### src/hpa_pkg.sv
// ----------------------------------------------------------------------------
// Handle pool allocator package
// Shared sizes, transaction codes and controller/datapath interface types.
// ----------------------------------------------------------------------------
package hpa_pkg;

    localparam int POOL_DEPTH = 16;
    localparam int IDX_W      = $clog2(POOL_DEPTH);
    localparam int LVL_W      = 5;
    localparam int HANDLE_W   = 4;

    typedef enum logic [1:0] {
        KIND_INIT    = 2'd0,
        KIND_SINGLE  = 2'd1,
        KIND_BATCH   = 2'd2,
        KIND_RELEASE = 2'd3
    } t_kind;

    typedef enum logic [2:0] {
        ST_GRANTED      = 3'd0,
        ST_EXHAUSTED    = 3'd1,
        ST_INSUFFICIENT = 3'd2,
        ST_RELEASED     = 3'd3,
        ST_NOT_IN_USE   = 3'd4,
        ST_INIT_DONE    = 3'd5,
        ST_EMPTY_BATCH  = 3'd6
    } t_status;

    localparam logic [LVL_W-1:0] POOL_SIZE_RESET = LVL_W'(POOL_DEPTH);

    typedef struct packed {
        logic    load;
        logic    init;
        logic    grant;
        logic    reclaim;
        logic    release_hit;
        logic    idx_inc;
        logic    emit;
        t_status status;
        logic    last;
    } t_dp_cmd;

    typedef struct packed {
        logic out_free;
        logic top_zero;
        logic iuc_zero;
        logic cnt_zero;
        logic cnt_gt_top;
        logic cnt_one;
        logic idx_end;
        logic match;
    } t_dp_sts;

endpackage

### src/hpa_req_if.sv
// ----------------------------------------------------------------------------
// Handle pool request channel
// Valid/ready channel carrying one allocator command per transaction.
// ----------------------------------------------------------------------------
interface hpa_req_if;
    import hpa_pkg::*;

    logic                valid;
    logic                ready;
    t_kind               kind;
    logic [LVL_W-1:0]    count;
    logic [HANDLE_W-1:0] handle;

    modport source (output valid, output kind, output count, output handle, input ready);
    modport sink   (input valid, input kind, input count, input handle, output ready);
endinterface

### src/hpa_rsp_if.sv
// ----------------------------------------------------------------------------
// Handle pool response channel
// Valid/ready channel carrying one allocator result per transaction.
// ----------------------------------------------------------------------------
interface hpa_rsp_if;
    import hpa_pkg::*;

    logic                valid;
    logic                ready;
    t_status             status;
    logic [HANDLE_W-1:0] granted_handle;
    logic [HANDLE_W-1:0] freed_handle;
    logic                freed_valid;
    logic [LVL_W-1:0]    free_count;
    logic                last;

    modport source (output valid, output status, output granted_handle, output freed_handle,
                    output freed_valid, output free_count, output last, input ready);
    modport sink   (input valid, input status, input granted_handle, input freed_handle,
                    input freed_valid, input free_count, input last, output ready);
endinterface

### src/handle_pool_allocator_unit.sv
// ----------------------------------------------------------------------------
// Handle pool allocator
// Free stack and grant-ordered in-use list of numbered handles.
// ----------------------------------------------------------------------------
// One command is handled at a time. Init and single requests load their result
// register from their own state once the output register is free; a batch is
// checked against the free stack, then grants one handle per cycle while the
// output register is free, flagging the last grant; a release scans the in-use
// list one entry per cycle and loads its result on a match or at the list end.
// A new command is accepted in the cycle after the previous one wrote its final
// result, while that result may still wait in the output register. Output
// back-pressure stalls the sequencer. No clearing pass is needed after reset.
module handle_pool_allocator_unit (
    input  logic                      i_clk,
    input  logic                      i_rst_n,
    input  logic                      i_cfg_we,
    input  logic [hpa_pkg::LVL_W-1:0] i_cfg_wdata,
    hpa_req_if.sink                   i_req,
    hpa_rsp_if.source                 o_rsp
);
    import hpa_pkg::*;

    t_dp_cmd dp_cmd;
    t_dp_sts dp_sts;
    logic    req_ready;

    assign i_req.ready = req_ready;

    hpa_controller u_ctrl (
        .i_clk       (i_clk),
        .i_rst_n     (i_rst_n),
        .i_req_valid (i_req.valid),
        .i_req_kind  (i_req.kind),
        .o_req_ready (req_ready),
        .i_sts       (dp_sts),
        .o_cmd       (dp_cmd)
    );

    hpa_datapath u_dp (
        .i_clk       (i_clk),
        .i_rst_n     (i_rst_n),
        .i_cfg_we    (i_cfg_we),
        .i_cfg_wdata (i_cfg_wdata),
        .i_count     (i_req.count),
        .i_handle    (i_req.handle),
        .i_cmd       (dp_cmd),
        .o_sts       (dp_sts),
        .o_rsp       (o_rsp)
    );

`ifndef SYNTHESIS
    // A pending result seen while a new command can be taken is always final.
    a_ready_only_after_last: assert property (@(posedge i_clk) disable iff (!i_rst_n)
        (req_ready && o_rsp.valid) |-> o_rsp.last)
        else $error("new command accepted before the final result");

    // The sequencer never accepts commands back to back.
    a_busy_after_accept: assert property (@(posedge i_clk) disable iff (!i_rst_n)
        (i_req.valid && req_ready) |=> !req_ready)
        else $error("command accepted on back-to-back cycles");

    a_free_count_range: assert property (@(posedge i_clk) disable iff (!i_rst_n)
        o_rsp.valid |-> (o_rsp.free_count <= LVL_W'(POOL_DEPTH)))
        else $error("free count above pool depth");

    a_freed_only_on_exhaust: assert property (@(posedge i_clk) disable iff (!i_rst_n)
        (o_rsp.valid && o_rsp.freed_valid) |-> (o_rsp.status == ST_EXHAUSTED))
        else $error("reclaimed handle reported outside exhaustion");
`endif

endmodule

### src/hpa_datapath.sv
// ----------------------------------------------------------------------------
// Handle pool datapath
// Free stack, in-use list, search index, batch counter and result register.
// ----------------------------------------------------------------------------
module hpa_datapath (
    input  logic                         i_clk,
    input  logic                         i_rst_n,
    input  logic                         i_cfg_we,
    input  logic [hpa_pkg::LVL_W-1:0]    i_cfg_wdata,
    input  logic [hpa_pkg::LVL_W-1:0]    i_count,
    input  logic [hpa_pkg::HANDLE_W-1:0] i_handle,
    input  hpa_pkg::t_dp_cmd             i_cmd,
    output hpa_pkg::t_dp_sts             o_sts,
    hpa_rsp_if.source                    o_rsp
);
    import hpa_pkg::*;

    logic [LVL_W-1:0]    r_pool_size;
    logic [HANDLE_W-1:0] r_free_stack [POOL_DEPTH];
    logic [HANDLE_W-1:0] n_free_stack [POOL_DEPTH];
    logic [LVL_W-1:0]    r_free_top, n_free_top;
    logic [HANDLE_W-1:0] r_in_use [POOL_DEPTH];
    logic [HANDLE_W-1:0] n_in_use [POOL_DEPTH];
    logic [LVL_W-1:0]    r_in_use_cnt, n_in_use_cnt;
    logic [LVL_W-1:0]    r_count, n_count;
    logic [HANDLE_W-1:0] r_handle;
    logic [LVL_W-1:0]    r_idx, n_idx;

    logic                r_out_valid, n_out_valid;
    t_status             r_status, n_status;
    logic [HANDLE_W-1:0] r_granted, n_granted;
    logic [HANDLE_W-1:0] r_freed, n_freed;
    logic                r_freed_valid, n_freed_valid;
    logic [LVL_W-1:0]    r_free_count, n_free_count;
    logic                r_last, n_last;

    logic [LVL_W-1:0]    top_m1;
    logic [HANDLE_W-1:0] pop_h;
    logic [HANDLE_W-1:0] push_h;
    logic [LVL_W-1:0]    rm_pos;
    logic [LVL_W-1:0]    init_lim;
    logic                idx_end;

    assign top_m1   = r_free_top - LVL_W'(1);
    assign pop_h    = r_free_stack[top_m1[IDX_W-1:0]];
    assign push_h   = i_cmd.reclaim ? r_in_use[0] : r_handle;
    assign rm_pos   = i_cmd.reclaim ? '0 : r_idx;
    assign init_lim = (r_pool_size > LVL_W'(POOL_DEPTH)) ? LVL_W'(POOL_DEPTH) : r_pool_size;
    assign idx_end  = (r_idx >= r_in_use_cnt);

    always_comb begin
        o_sts.out_free   = !r_out_valid || o_rsp.ready;
        o_sts.top_zero   = (r_free_top == '0);
        o_sts.iuc_zero   = (r_in_use_cnt == '0);
        o_sts.cnt_zero   = (r_count == '0);
        o_sts.cnt_gt_top = (r_count > r_free_top);
        o_sts.cnt_one    = (r_count == LVL_W'(1));
        o_sts.idx_end    = idx_end;
        o_sts.match      = !idx_end && (r_in_use[r_idx[IDX_W-1:0]] == r_handle);
    end

    always_comb begin
        n_free_stack = r_free_stack;
        n_free_top   = r_free_top;
        n_in_use     = r_in_use;
        n_in_use_cnt = r_in_use_cnt;
        n_count      = r_count;
        n_idx        = r_idx;

        if (i_cmd.load) begin
            n_count = i_count;
            n_idx   = '0;
        end
        if (i_cmd.idx_inc) begin
            n_idx = r_idx + LVL_W'(1);
        end

        if (i_cmd.init) begin
            for (int j = 0; j < POOL_DEPTH; j++) begin
                if (LVL_W'(j) < init_lim) begin
                    n_free_stack[IDX_W'(j)] = HANDLE_W'(j);
                end
            end
            n_free_top   = init_lim;
            n_in_use_cnt = '0;
        end else if (i_cmd.grant) begin
            n_free_top = top_m1;
            n_count    = r_count - LVL_W'(1);
            if (r_in_use_cnt < LVL_W'(POOL_DEPTH)) begin
                n_in_use[r_in_use_cnt[IDX_W-1:0]] = pop_h;
                n_in_use_cnt = r_in_use_cnt + LVL_W'(1);
            end
        end else if (i_cmd.reclaim || i_cmd.release_hit) begin
            // Close the gap left by the removed entry; list order is grant order.
            for (int j = 0; j < POOL_DEPTH - 1; j++) begin
                if (LVL_W'(j) >= rm_pos) begin
                    n_in_use[IDX_W'(j)] = r_in_use[IDX_W'(j + 1)];
                end
            end
            n_in_use_cnt = r_in_use_cnt - LVL_W'(1);
            if (r_free_top < LVL_W'(POOL_DEPTH)) begin
                n_free_stack[r_free_top[IDX_W-1:0]] = push_h;
                n_free_top = r_free_top + LVL_W'(1);
            end
        end
    end

    always_comb begin
        n_out_valid   = r_out_valid && !o_rsp.ready;
        n_status      = r_status;
        n_granted     = r_granted;
        n_freed       = r_freed;
        n_freed_valid = r_freed_valid;
        n_free_count  = r_free_count;
        n_last        = r_last;
        if (i_cmd.emit) begin
            n_out_valid   = 1'b1;
            n_status      = i_cmd.status;
            n_granted     = i_cmd.grant ? pop_h : '0;
            n_freed       = i_cmd.reclaim ? r_in_use[0] : '0;
            n_freed_valid = i_cmd.reclaim;
            n_free_count  = n_free_top;
            n_last        = i_cmd.last;
        end
    end

    always_ff @(posedge i_clk) begin
        if (!i_rst_n) begin
            r_pool_size  <= POOL_SIZE_RESET;
            r_free_top   <= '0;
            r_in_use_cnt <= '0;
            r_out_valid  <= 1'b0;
        end else begin
            if (i_cfg_we) begin
                r_pool_size <= i_cfg_wdata;
            end
            r_free_top   <= n_free_top;
            r_in_use_cnt <= n_in_use_cnt;
            r_out_valid  <= n_out_valid;
        end
    end

    always_ff @(posedge i_clk) begin
        r_free_stack  <= n_free_stack;
        r_in_use      <= n_in_use;
        r_count       <= n_count;
        r_idx         <= n_idx;
        r_status      <= n_status;
        r_granted     <= n_granted;
        r_freed       <= n_freed;
        r_freed_valid <= n_freed_valid;
        r_free_count  <= n_free_count;
        r_last        <= n_last;
        if (i_cmd.load) begin
            r_handle <= i_handle;
        end
    end

    assign o_rsp.valid          = r_out_valid;
    assign o_rsp.status         = r_status;
    assign o_rsp.granted_handle = r_granted;
    assign o_rsp.freed_handle   = r_freed;
    assign o_rsp.freed_valid    = r_freed_valid;
    assign o_rsp.free_count     = r_free_count;
    assign o_rsp.last           = r_last;

endmodule

### src/hpa_controller.sv
// ----------------------------------------------------------------------------
// Handle pool controller
// Sequences one command at a time and drives the datapath operations.
// ----------------------------------------------------------------------------
module hpa_controller (
    input  logic             i_clk,
    input  logic             i_rst_n,
    input  logic             i_req_valid,
    input  hpa_pkg::t_kind   i_req_kind,
    output logic             o_req_ready,
    input  hpa_pkg::t_dp_sts i_sts,
    output hpa_pkg::t_dp_cmd o_cmd
);
    import hpa_pkg::*;

    typedef enum logic [2:0] {
        S_IDLE,
        S_INIT,
        S_SINGLE,
        S_BATCH_CHECK,
        S_BATCH_GRANT,
        S_SEARCH
    } t_state;

    t_state r_state, n_state;

    always_comb begin
        n_state     = r_state;
        o_req_ready = 1'b0;
        o_cmd       = '0;
        o_cmd.status = ST_GRANTED;

        case (r_state)
            S_IDLE: begin
                o_req_ready = 1'b1;
                if (i_req_valid) begin
                    o_cmd.load = 1'b1;
                    case (i_req_kind)
                        KIND_INIT:   n_state = S_INIT;
                        KIND_SINGLE: n_state = S_SINGLE;
                        KIND_BATCH:  n_state = S_BATCH_CHECK;
                        default:     n_state = S_SEARCH;
                    endcase
                end
            end
            S_INIT: begin
                if (i_sts.out_free) begin
                    o_cmd.init   = 1'b1;
                    o_cmd.emit   = 1'b1;
                    o_cmd.status = ST_INIT_DONE;
                    o_cmd.last   = 1'b1;
                    n_state      = S_IDLE;
                end
            end
            S_SINGLE: begin
                if (i_sts.out_free) begin
                    o_cmd.emit = 1'b1;
                    o_cmd.last = 1'b1;
                    if (!i_sts.top_zero) begin
                        o_cmd.grant  = 1'b1;
                        o_cmd.status = ST_GRANTED;
                    end else begin
                        // Out of handles: reclaim the oldest grant, if any.
                        o_cmd.reclaim = !i_sts.iuc_zero;
                        o_cmd.status  = ST_EXHAUSTED;
                    end
                    n_state = S_IDLE;
                end
            end
            S_BATCH_CHECK: begin
                if (i_sts.cnt_zero) begin
                    if (i_sts.out_free) begin
                        o_cmd.emit   = 1'b1;
                        o_cmd.status = ST_EMPTY_BATCH;
                        o_cmd.last   = 1'b1;
                        n_state      = S_IDLE;
                    end
                end else if (i_sts.cnt_gt_top) begin
                    if (i_sts.out_free) begin
                        o_cmd.emit   = 1'b1;
                        o_cmd.status = ST_INSUFFICIENT;
                        o_cmd.last   = 1'b1;
                        n_state      = S_IDLE;
                    end
                end else begin
                    n_state = S_BATCH_GRANT;
                end
            end
            S_BATCH_GRANT: begin
                if (i_sts.out_free) begin
                    o_cmd.grant  = 1'b1;
                    o_cmd.emit   = 1'b1;
                    o_cmd.status = ST_GRANTED;
                    o_cmd.last   = i_sts.cnt_one;
                    if (i_sts.cnt_one) begin
                        n_state = S_IDLE;
                    end
                end
            end
            S_SEARCH: begin
                if (i_sts.idx_end) begin
                    if (i_sts.out_free) begin
                        o_cmd.emit   = 1'b1;
                        o_cmd.status = ST_NOT_IN_USE;
                        o_cmd.last   = 1'b1;
                        n_state      = S_IDLE;
                    end
                end else if (i_sts.match) begin
                    if (i_sts.out_free) begin
                        o_cmd.release_hit = 1'b1;
                        o_cmd.emit        = 1'b1;
                        o_cmd.status      = ST_RELEASED;
                        o_cmd.last        = 1'b1;
                        n_state           = S_IDLE;
                    end
                end else begin
                    o_cmd.idx_inc = 1'b1;
                end
            end
            default: begin
                n_state = S_IDLE;
            end
        endcase
    end

    always_ff @(posedge i_clk) begin
        if (!i_rst_n) begin
            r_state <= S_IDLE;
        end else begin
            r_state <= n_state;
        end
    end

endmodule

### src/flat_wrapper.sv
// flat-port wrapper written by rule: the top's interface ports become plain ports
module handle_pool_allocator_unit_flat import hpa_pkg::*;
  (i_clk, i_rst_n, i_cfg_we, i_cfg_wdata, i_req_valid, i_req_kind, i_req_count, i_req_handle, i_req_ready, o_rsp_valid, o_rsp_status, o_rsp_granted_handle, o_rsp_freed_handle, o_rsp_freed_valid, o_rsp_free_count, o_rsp_last, o_rsp_ready);
  hpa_req_if i_req_i ();
  hpa_rsp_if o_rsp_i ();
  input  logic i_clk;
  input  logic i_rst_n;
  input  logic i_cfg_we;
  input  logic [hpa_pkg::LVL_W-1:0] i_cfg_wdata;
  input wire logic [$bits(i_req_i.valid)-1:0] i_req_valid;
  input wire logic [$bits(i_req_i.kind)-1:0] i_req_kind;
  input wire logic [$bits(i_req_i.count)-1:0] i_req_count;
  input wire logic [$bits(i_req_i.handle)-1:0] i_req_handle;
  output wire logic [$bits(i_req_i.ready)-1:0] i_req_ready;
  output wire logic [$bits(o_rsp_i.valid)-1:0] o_rsp_valid;
  output wire logic [$bits(o_rsp_i.status)-1:0] o_rsp_status;
  output wire logic [$bits(o_rsp_i.granted_handle)-1:0] o_rsp_granted_handle;
  output wire logic [$bits(o_rsp_i.freed_handle)-1:0] o_rsp_freed_handle;
  output wire logic [$bits(o_rsp_i.freed_valid)-1:0] o_rsp_freed_valid;
  output wire logic [$bits(o_rsp_i.free_count)-1:0] o_rsp_free_count;
  output wire logic [$bits(o_rsp_i.last)-1:0] o_rsp_last;
  input wire logic [$bits(o_rsp_i.ready)-1:0] o_rsp_ready;
  assign i_req_i.valid = i_req_valid;
  assign i_req_i.kind = i_req_kind;
  assign i_req_i.count = i_req_count;
  assign i_req_i.handle = i_req_handle;
  assign i_req_ready = i_req_i.ready;
  assign o_rsp_valid = o_rsp_i.valid;
  assign o_rsp_status = o_rsp_i.status;
  assign o_rsp_granted_handle = o_rsp_i.granted_handle;
  assign o_rsp_freed_handle = o_rsp_i.freed_handle;
  assign o_rsp_freed_valid = o_rsp_i.freed_valid;
  assign o_rsp_free_count = o_rsp_i.free_count;
  assign o_rsp_last = o_rsp_i.last;
  assign o_rsp_i.ready = o_rsp_ready;
  handle_pool_allocator_unit u_core (.i_clk(i_clk), .i_rst_n(i_rst_n), .i_cfg_we(i_cfg_we), .i_cfg_wdata(i_cfg_wdata), .i_req(i_req_i), .o_rsp(o_rsp_i));
endmodule
### config.mk
export PLATFORM = sky130hd
export DESIGN_NAME = handle_pool_allocator_unit_flat
export DESIGN_NICKNAME = d
export VERILOG_FILES = /design/src/hpa_pkg.sv /design/src/hpa_req_if.sv /design/src/hpa_rsp_if.sv /design/src/handle_pool_allocator_unit.sv /design/src/hpa_datapath.sv /design/src/hpa_controller.sv /design/src/flat_wrapper.sv
export SDC_FILE = /design/constraint.sdc
export NUM_CORES = 1
export LEC_CHECK = 0
export ABC_AREA = 1
export BUFFER_PORTS_ARGS = -buffer_cell sky130_fd_sc_hd__buf_2
export CAP_MARGIN = 20
export CORE_ASPECT_RATIO = 0.9
export CORE_MARGIN = 4
export CORE_UTILIZATION = 60
export CTS_CLUSTER_DIAMETER = 60
export CTS_CLUSTER_SIZE = 40
export DETAILED_ROUTE_END_ITERATION = 10
export GPL_TIMING_DRIVEN = 0
export HOLD_SLACK_MARGIN = 0.08
export PLACE_DENSITY = 0.78
export SYNTH_ARGS = -nofsm -noshare
export SYNTH_HDL_FRONTEND = slang
export SYNTH_SLANG_ARGS = --single-unit
export TNS_END_PERCENT = 5
### constraint.sdc
create_clock -name i_clk -period 4.26 [get_ports i_clk]
set_clock_uncertainty 0.15 [all_clocks]
set_input_delay 1.065 -clock i_clk [delete_from_list [all_inputs] [get_ports i_clk]]
set_output_delay 1.065 -clock i_clk [all_outputs]
set_load 0.02 [all_outputs]
==> summary.md <==
| Metric | Value |
|---|---|
| Max-cap check violation count | `0` |
| Final core utilization | `68.8%` |
| YS warnings | `0` |
| Max Freq | `251 MHz` |
| Io pins | `41` |
| Pre-CTS setup slack | `-0.0821 ns` |
| Type of origin of the critical path | `register` |
| Wirelength per Cell | `18.3 um` |
| Total CTS buffers | `17` |
| Synthesized-area fraction occupied by adder cells | `3.22%` |
| Slew margin rel. | `33.2%` |
| PnR worst setup slack | `0.269 ns` |
| Post-synthesis mux area share | `0%` |
| Hold path depth | `2` |
| Slew Viols, Final | `0` |
| Asr flop ratio synth | `0%` |
| Filler cell count | `1232` |
| First-pass GRT wire length | `38900 um` |
| WP data required | `4.38 ns` |
| Syn Nets | `1121` |
| Largest family of logic cells by synthesized area | `simple AND/OR/NAND/NOR gates` |
| Clock root buffer | `clkbuf_16` |
| Post-CTS setup repair buffer count | `0` |
| Switching power | `0.00407 W` |
| Cell type with the largest total area after synthesis | `edfxtp_1` |
| Diode count | `0` |
| Die Area | `0.0180 mm^2` |
| Clock slew at reported path FFs | `0.07 ns` |
| P_leak | `4.49 nW` |
| ANT nets after route | `0` |
| Avg Vias per Cell | `5.88` |
| Clock Latency Late Sink | `0.44 ns` |
| EDFF count, synth | `155` |
| Drt pass-1 iters | `5` |
| Worst-case clock buffer depth | `2` |
| Final period utilization | `93.7%` |
| Switching part of the total power | `45.4%` |
| Layout Nets | `1180` |
| DP HPWL | `17700 um` |
| Commonest cells post-synth | `221 x nand2_1, 155 x edfxtp_1, 149 x inv_1` |
| Routed WL | `24700 um` |
| Routability cong. | `0.990` |
| Top-area cell type share of the netlist area | `48.7%` |
| Worst path bufs/invs | `5` |
| Comb pwr share | `48.2%` |
| Fin. Hold Viols | `0` |
| Initial antenna violation count | `0` |
| Cell internal pwr | `0.00490 W` |
| Finished Cell Area | `0.0107 mm^2` |
| Area of the multi-input gates | `0.00359 mm^2` |
| Post-synth top flop | `edfxtp_1` |
| Core ar. | `0.0155 mm^2` |
| Seq pwr share | `32.9%` |
| Synth Area in Simple Gates | `20.2%` |
| H-tree depth | `4` |
| Kind of cell adding the most delay to the critical path | `buffers and inverters` |
| Top-count cell post-synth | `nand2_1` |
| Syn_area_per_cell | `8.89 um^2` |
| Clock share of power | `18.9%` |
| Post-route DRC | `0` |
| Count of final setup violators | `0` |
| Peak per-stage delay on the critical path | `0.58 ns` |
| Worst R2R Path Depth | `13` |
| Vias | `7932` |
| Peak supply drop | `601 uV` |
| Starting Density | `61.7%` |
| TritonCTS clock tree | `done` |
| Die X | `141 um` |
| Type of the most critical hold path | `reg -> reg` |
| Port Buffers | `40` |
| Slowest cell on crit path | `dfxtp_1` |
| Ratio of cells with drive above 1 in the final layout | `11.6%` |
| Post-Syn Instances | `1076` |
| Xor/xnor cell area share of the yosys netlist | `0.916%` |
| Placed Area | `0.0100 mm^2` |
| CP endpoint kind | `register` |
| Final critical-path required period | `3.99 ns` |
| Hold_buf cts | `0` |
| Tot GR Track Use | `27.8%` |
| RSZ-0062 raised after global routing | `false` |
| Post-synthesis compound-gate area fraction | `13.1%` |
| Top cells by area, synth | `edfxtp_1 49%, nand2_1 8.7%, inv_1 5.8%, dfxtp_1 5.0%, nor2_1 4.2%` |
| Num Clock Sinks | `179` |
| Critical-path cell list | `inv_1 > buf_2 > ha_1 > buf_2 > clkinv_1 > clkbuf_1 > nand2_1 > a21oi_1 > o311ai_0 > nand2_2 > nor2_1 > nand2_1 > o21ai_0` |
| Cell area after synthesis | `0.00956 mm^2` |
| Netlist cell types | `54` |
| Pin count of the biggest net entering global routing | `19` |
| Crit Path Class | `reg -> reg` |
| Vias in the first global route | `7531` |
| Post-synthesis register bit count | `179` |
| Standard-cell rows | `43` |
| WP depth | `13` |
| Iter 0 DRT Violations | `973` |
| Sequential area share after synthesis | `53.7%` |
| Area Overhead vs Synth | `11.4%` |
| CP arrival | `4.11 ns` |
| Crit path max fanout | `21` |
| Power per Cell Area | `841 mW/mm^2` |
| FF+latch area | `0.00513 mm^2` |
| Hold WS | `0.358 ns` |
| Die height | `128 um` |
| Status | `finished, final reports clean` |
| Total grt overflow | `0` |
| Slew @ Worst Pin | `0.999 ns` |
cells by family (layout without fill, tap and decap cells):
| group | after synthesis | count (layout) |
|---|---|---|
| AO/OA/AOI/OAI | 209 | 209 |
| XOR/XNOR | 10 | 10 |
| adder cells (fa/ha/maj) | 24 | 24 |
| buffers and inverters | 205 | 277 |
| flip-flops | 179 | 179 |
| AND/OR/NAND/NOR | 449 | 449 |
registers in the layout, summed over array words and instances (netlist names), 5 cells and up:
| register | cells |
|---|---|
| u_core.u_dp.o_rsp.free_count | 5 |
| u_core.u_dp.r_count | 5 |
| u_core.u_dp.r_free_stack | 64 |
| u_core.u_dp.r_free_top | 5 |
| u_core.u_dp.r_idx | 5 |
| u_core.u_dp.r_in_use | 64 |
| u_core.u_dp.r_in_use_cnt | 5 |
| u_core.u_dp.r_pool_size | 5 |
cell usage in the layout, fill, tap and decap left out, types with 3 or more instances in the layout:
master	instances
or3_1	4
clkinv_1	4
nand4_1	4
buf_2	53
inv_1	149
nand2_1	221
inv_6	5
edfxtp_1	155
nor2_1	106
o221ai_1	4
xor2_1	7
a211oi_1	10
clkbuf_1	18
nor2_2	5
nand2_2	7
a221oi_1	8
inv_2	12
o22ai_1	24
nor3_1	13
a21oi_1	59
xnor2_1	3
o211ai_1	12
nor2_4	5
dfxtp_1	24
clkbuf_16	17
ha_1	23
o21ai_1	9
bufinv_16	4
buf_6	7
a31oi_1	6
nand3_1	72
o21ai_0	60
final cells by class:
type	instances	share of cell area, %
Buffer	39	2.07
Tap cell	202	2.37
Clock buffer	19	4.06
Inverter	165	5.81
Sequential cell	179	48.2
Multi-Input combinational cell	692	33.7
Timing Repair Buffer	41	1.95
Clock inverter	13	1.83
metal layers:
metal / track usage (%) / up-vias / share of wire, %
met5: 0 / - / 0
met4: 10.5 / 0 / 2.4
met3: 5.82 / 51 / 11
met2: 41.0 / 426 / 43
met1: 40.8 / 3693 / 43
li1: - / 3762 / -
tightest hold or removal path, stage by stage (launching register included):
cell,delay [ns]
dfxtp_1,0.31
inv_1,0.09
a21oi_1,0.07
final timing paths:
| path | startpoint | slack [ns] | end |
|---|---|---|---|
| setup reg to reg | u_core.u_dp.r_free_top[0] | 0.27 | u_core.u_dp.r_in_use[62] |
| setup / recovery | u_core.u_dp.r_free_top[0] | 0.27 | u_core.u_dp.r_in_use[62] |
| hold / removal | u_core.u_dp.r_pool_size[3] | 0.36 | u_core.u_dp.r_pool_size[3] |
| hold reg to reg | u_core.u_dp.r_pool_size[3] | 0.36 | u_core.u_dp.r_pool_size[3] |
repair_timing:
action                                  in CTS  in global routing
pin swaps                                    0                  0
gates cloned                                 0                  0
resized for setup                            1                  1
endpoints found under the setup margin       1                 24
metrics by stage:
step	TNS, ns	cells	power (W)
after floorplan	0	1076	0.00580
after global placement	0	1318	0.00701
after detailed placement	-0.0821	1318	0.00712
after CTS	0	1350	0.00885
after global routing	0	1350	0.00952
final	0	1350	0.00896
power groups by stage:
stage / registers (W) / logic [W] / clock network [W]
6_report: 0.00295 / 0.00432 / 0.00170
5_1_grt: 0.00299 / 0.00475 / 0.00179
4_1_cts: 0.00294 / 0.00420 / 0.00170
3_5_place_dp: 0.00297 / 0.00415 / 0
3_3_place_gp: 0.00296 / 0.00405 / 0
2_1_floorplan: 0.00302 / 0.00278 / 0
(Power assumes the default switching activity.)
